**config.mk**
```make
export PLATFORM = sky130hd
export DESIGN_NAME = gis_ram
export DESIGN_NICKNAME = d
export VERILOG_FILES = /design/src/design/gis_ram.sv
export SDC_FILE = /design/constraint.sdc
export NUM_CORES = 2
export LEC_CHECK = 0
export BUFFER_PORTS_ARGS = -buffer_cell sky130_fd_sc_hd__buf_2
export CELL_PAD_IN_SITES_DETAIL_PLACEMENT = 1
export CELL_PAD_IN_SITES_GLOBAL_PLACEMENT = 2
export CORE_MARGIN = 2
export CORE_UTILIZATION = 47
export DETAILED_ROUTE_END_ITERATION = 7
export MAX_ROUTING_LAYER = met4
export PLACE_DENSITY = 0.76
export SYNTH_ARGS = -nofsm -noshare
export SYNTH_HDL_FRONTEND = slang
export SYNTH_SLANG_ARGS = --single-unit
```
**constraint.sdc**
```tcl
create_clock -name clk -period 3.4 [get_ports clk]
set_clock_uncertainty 0.05 [all_clocks]
set_input_delay 1.02 -clock clk [delete_from_list [all_inputs] [get_ports clk]]
set_output_delay 1.02 -clock clk [all_outputs]
set_load 0.05 [all_outputs]
```
**src/design/gis_ram.sv**
```systemverilog
module gis_ram #(
    parameter int WIDTH  = 8,
    parameter int DEPTH  = 256,
    parameter int ADDR_W = $clog2(DEPTH)
)
(
    input  logic              clk,
    input  logic              we,
    input  logic [ADDR_W-1:0] waddr,
    input  logic [WIDTH-1:0]  wdata,
    input  logic [ADDR_W-1:0] raddr,
    output logic [WIDTH-1:0]  rdata
);

    logic [WIDTH-1:0] mem [DEPTH];

    // read during write at the same address returns the old word
    always_ff @(posedge clk)
    begin
        if (we)
        begin
            mem[waddr] <= wdata;
        end
        rdata <= mem[raddr];
    end

endmodule

```
# After elaboration in Yosys (flattened, before gate mapping)
# Memories as Yosys holds them, arrays and structs flattened. A register that Yosys moved wholly into a read port is not among the register bits.
# Index checks and enable logic that the tools add are counted.
dict set report totals {
  regBits 0
  ramBits 2048
  input_bits 26
  elab_cells 3
  memories 1
}
dict set report op_classes {
  mux 2
}
# name words width read_ports rd_clocked_by_memory_dff write_ports line
set memory_table {}
lappend memory_table {mem 256 8 1 1 1 15} ;# logic [WIDTH-1:0] mem [DEPTH];
# cell count
set ops {}
lappend ops {{1-bit two-way mux} 2}

# Logic depth before layout (Yosys ltp)
dict set report logic_depth {
  word_depth 2
  depth_mapped 11
  ltp_nobuf 6
}

# Worst setup path after synthesis
# OpenSTA, ideal clock, no wires.
dict set report synth_timing {
  path_type {input -> register}
  from {in raddr[0]}
  to {reg rdata[2], read port of mem}
  setup_ns 0.131
  arrival_ns 2.827
  required_time_ns 3.219
  setup_slack_ns 0.392
  stages 9
  cell_sequence {buf_6 -> buf_12 -> buf_8 -> buf_2 -> mux4_2 -> a22oi_1 -> a21oi_1 -> nor4_1 -> nor4_2}
}
# element line
set synth_rtl {}
lappend synth_rtl {{from (decl)} 11} ;# input logic [ADDR_W-1:0] raddr,
lappend synth_rtl {{to (decl)} 12} ;# output logic [WIDTH-1:0] rdata

==> results.yml <==
floorplanning:
  die_area_um2: 173000
  io_pins: 34
  start_util_pct: 47.5
  fp.dieW_um: 415
  die_h_um: 415
  rows: 150
  core_um2: 168000
setup_path:
  crit_fanout: 23
  cp_num_buf_inv: 4
  crit_path_end_kind: "register"
  critPathTopFamily: "simple AND/OR/NAND/NOR gates"
  cp_data_arrival_time_ps: 4030
  critPathKind: "input port to register"
  slowest_delay_ps: 830
  slowest_stage: "nor3_1"
  cp.required_ps: 4040
  crit_path_cell_trace: "buf_8 > buf_12 > buf_12 > buf_4 > mux4_2 > a22oi_1 > a21oi_1 > nor3_1 > nor4_1"
  start_kind: "input port"
  critical_path.most_common_cell: "buf_12"
clocking:
  cts_tree: "yes"
  numCtsBuffers: 203
  insertion_delay_ps: 840
  clk_path_buf_depth: 3
  root_buffer: "clkbuf_16"
  clk_pin_slew_worst_paths_ps: 60
  cts_htree_levels: 4
  cts_setup_buffers: 0
  clock-sinks: 2056
detailed_routing:
  ant_nets: 0
  drc: 0
  routed_wl_um: 218000
  wl_per_cell_um: 32.2
  first_iter_violations: 4869
  dr_total_vias: 41400
  first_pass_iters: 5
  avgViaCountPerCell: 6.11
synth:
  ys.flop_type: "edfxtp_1"
  synth.area.top_cells: "edfxtp_1 77%, mux4_2 13%, mux2i_1 1.7%"
  seq_area_frac_synth_pct: 77.5
  synthTopCellsByCount: "2,048 x edfxtp_1, 454 x mux4_2, 282 x nor2_1"
  yosys.area.top_type_share_pct: 77.3
  ys_warn_count: 0
  avgSynthCellArea_um2: 21.3
  syn-num-nets: 3759
  ys_ff_latch: 2056
  synth_edf_count: 2048
  synth_cell_types: 55
  async_reset_ff_share_pct: 0
  yosysMostFrequentCell: "edfxtp_1"
  synth_top_cell_by_area: "edfxtp_1"
  synthesis.area_um2: 79600
  synthCells: 3733
timing:
  finalCritPeriodShare_pct: 99.8
  slew_headroom_pct: 34.8
  rsz0062_at_grt: "no"
  clock.fmax_mhz: 295
  finalSetupTns_ps: 0
  setup_violations: 0
  setup_slack_ps: 7.08
  tightest_slew_ps: 971
  layout_min_cycle_time_ps: 3390
  hold_slack_ps: 462
  hold_viol: 0
  slew_viol_final: 0
global_routing:
  grt_usage_pct: 26.2
  grt_max_degree: 106
  first_global_vias: 43200
  grt_overflow: 0
  antenna_found_initial: 12
  grt_pass1_wl_um: 316000
power:
  finalPower_mw: 52.8
  internal-power_mw: 41.3
  p_comb_share_pct: 5.7
  peakVddDrop_mv: 0.610
  seqPwrFrac_pct: 53.1
  clkPwrFrac_pct: 41.2
  swShare_pct: 21.7
  p_sw_mw: 11.4
  power.density_nw_per_um2: 564
  p_leak_nw: 30.2
placed_design:
  gp_congestion: 0.848
  hpwl_um: 141000
  place_ws_ps: -1190
  portBuffers: 33
worst_hold_path:
  hp-class: "input port to register"
cells_and_area:
  drive_gt1_share_pct: 31.7
  nets: 4419
  fill_cells: 14400
  fin_util_pct: 55.8
  syn2layout_area_growth_pct: 17.6
flow_run:
  drv_cap: 0
run_status:
  status: "finished, final reports clean"
[routing by layer]
| metal | GRT usage (%) | part of all wire, % | vias up |
|---|---|---|---|
| met3 | 4.28 | 7.4 | 342 |
| met2 | 41.6 | 49 | 1801 |
| li1 | - | - | 17000 |
| met4 | 8.04 | 3.2 | 0 |
| met5 | - | 0 | - |
| met1 | 35.2 | 40 | 22200 |
[kinds of logic (layout without fill, tap and decap cells)]
group                  count (synthesis)  after routing  share of synthesized area [%]
AO/OA/AOI/OAI                        385            385                           3.42
AND/OR/NAND/NOR                      466            466                           2.63
other                                  0              8                              0
buffers and inverters                235           1061                           1.83
multiplexers                         591            591                           14.6
flip-flops                          2056           2056                           77.5
[metrics by stage]
step	cell area, µm²	instances
4_1_cts	93500	6763
5_1_grt	93600	6769
3_3_place_gp	87100	6392
3_5_place_dp	87100	6392
6_report	93600	6771
2_1_floorplan	79600	3733
[path summary, 6_finish.rpt]
kind                                  from  cells past startpoint  slack [ps]    endpoint
worst min register to register  mem[48][0]                      6        1170    rdata[0]
worst max register to register  mem[27][3]                      8         610    rdata[3]
worst min-delay path              wdata[4]                      1         460  mem[99][4]
worst max-delay path              raddr[0]                      9           7    rdata[4]
[registers in the layout, summed over array words and instances (netlist names)]
register,cells
mem,2048
rdata,8
[worst reg2reg max path, cell delays in order (launching register included)]
cell      delay [ps]
edfxtp_1         350
mux4_2           480
a22o_1           260
a221oi_1         590
buf_4            220
o221ai_1         110
a211oi_1         370
buf_4            190
nor4_1            40
[placed cells by master, fill, tap and decap left out, types with 5 or more instances in the layout]
master | synthesis | final
clkbuf_16 | 0 | 207
a21oi_1 | 96 | 96
bufinv_16 | 0 | 14
clkinv_2 | 0 | 39
o22a_1 | 5 | 5
o221ai_1 | 46 | 46
a22o_1 | 8 | 8
nor2b_1 | 31 | 28
diode_2 | 0 | 8
buf_12 | 8 | 83
nor2_1 | 282 | 279
a22oi_1 | 133 | 133
nor4_1 | 24 | 24
mux4_2 | 454 | 454
o21ai_0 | 10 | 10
mux2i_1 | 134 | 134
nor3_1 | 22 | 19
nand2_1 | 33 | 33
o22ai_1 | 28 | 28
nand4_1 | 10 | 10
buf_8 | 13 | 10
dfxtp_1 | 8 | 8
edfxtp_1 | 2048 | 2048
buf_2 | 31 | 21
clkbuf_1 | 111 | 45
a221oi_1 | 13 | 13
a211oi_1 | 16 | 16
buf_4 | 27 | 574
o211ai_1 | 10 | 10
nand2b_1 | 8 | 8
clkinvlp_4 | 0 | 8
nand3_1 | 34 | 33
and2_1 | 6 | 6
clkinv_1 | 1 | 47
[power groups by stage]
stage	clock network (mW)	registers (mW)	logic [mW]
final	21.8	28.0	3.00
after detailed placement	0	28.5	3.00
after global routing	22.9	28.0	3.15
after global placement	0	28.5	2.94
after floorplan	0	28.6	1.36
after CTS	22.0	28.0	3.02
[layout make-up]
class                           count  area (µm²)  area share (%)
Clock inverter                    119        1040            1.12
Multi-Input combinational cell   1442       16500            17.6
Sequential cell                  2056       61700            65.9
Clock buffer                      252        5350            5.72
Tap cell                         2204        2760            2.95
Inverter                            2        7.51         0.00802
Antenna cell                        8        20.0          0.0214
Timing Repair Buffer              688        6230            6.65
[what timing repair did]
action	4_1_cts	5_1_grt
pin swaps	0	0
hold buffers	0	0
setup endpoints to repair	2	2
resized for setup	2	2
cloned	0	0
Power figures use the tool's default switching activity.
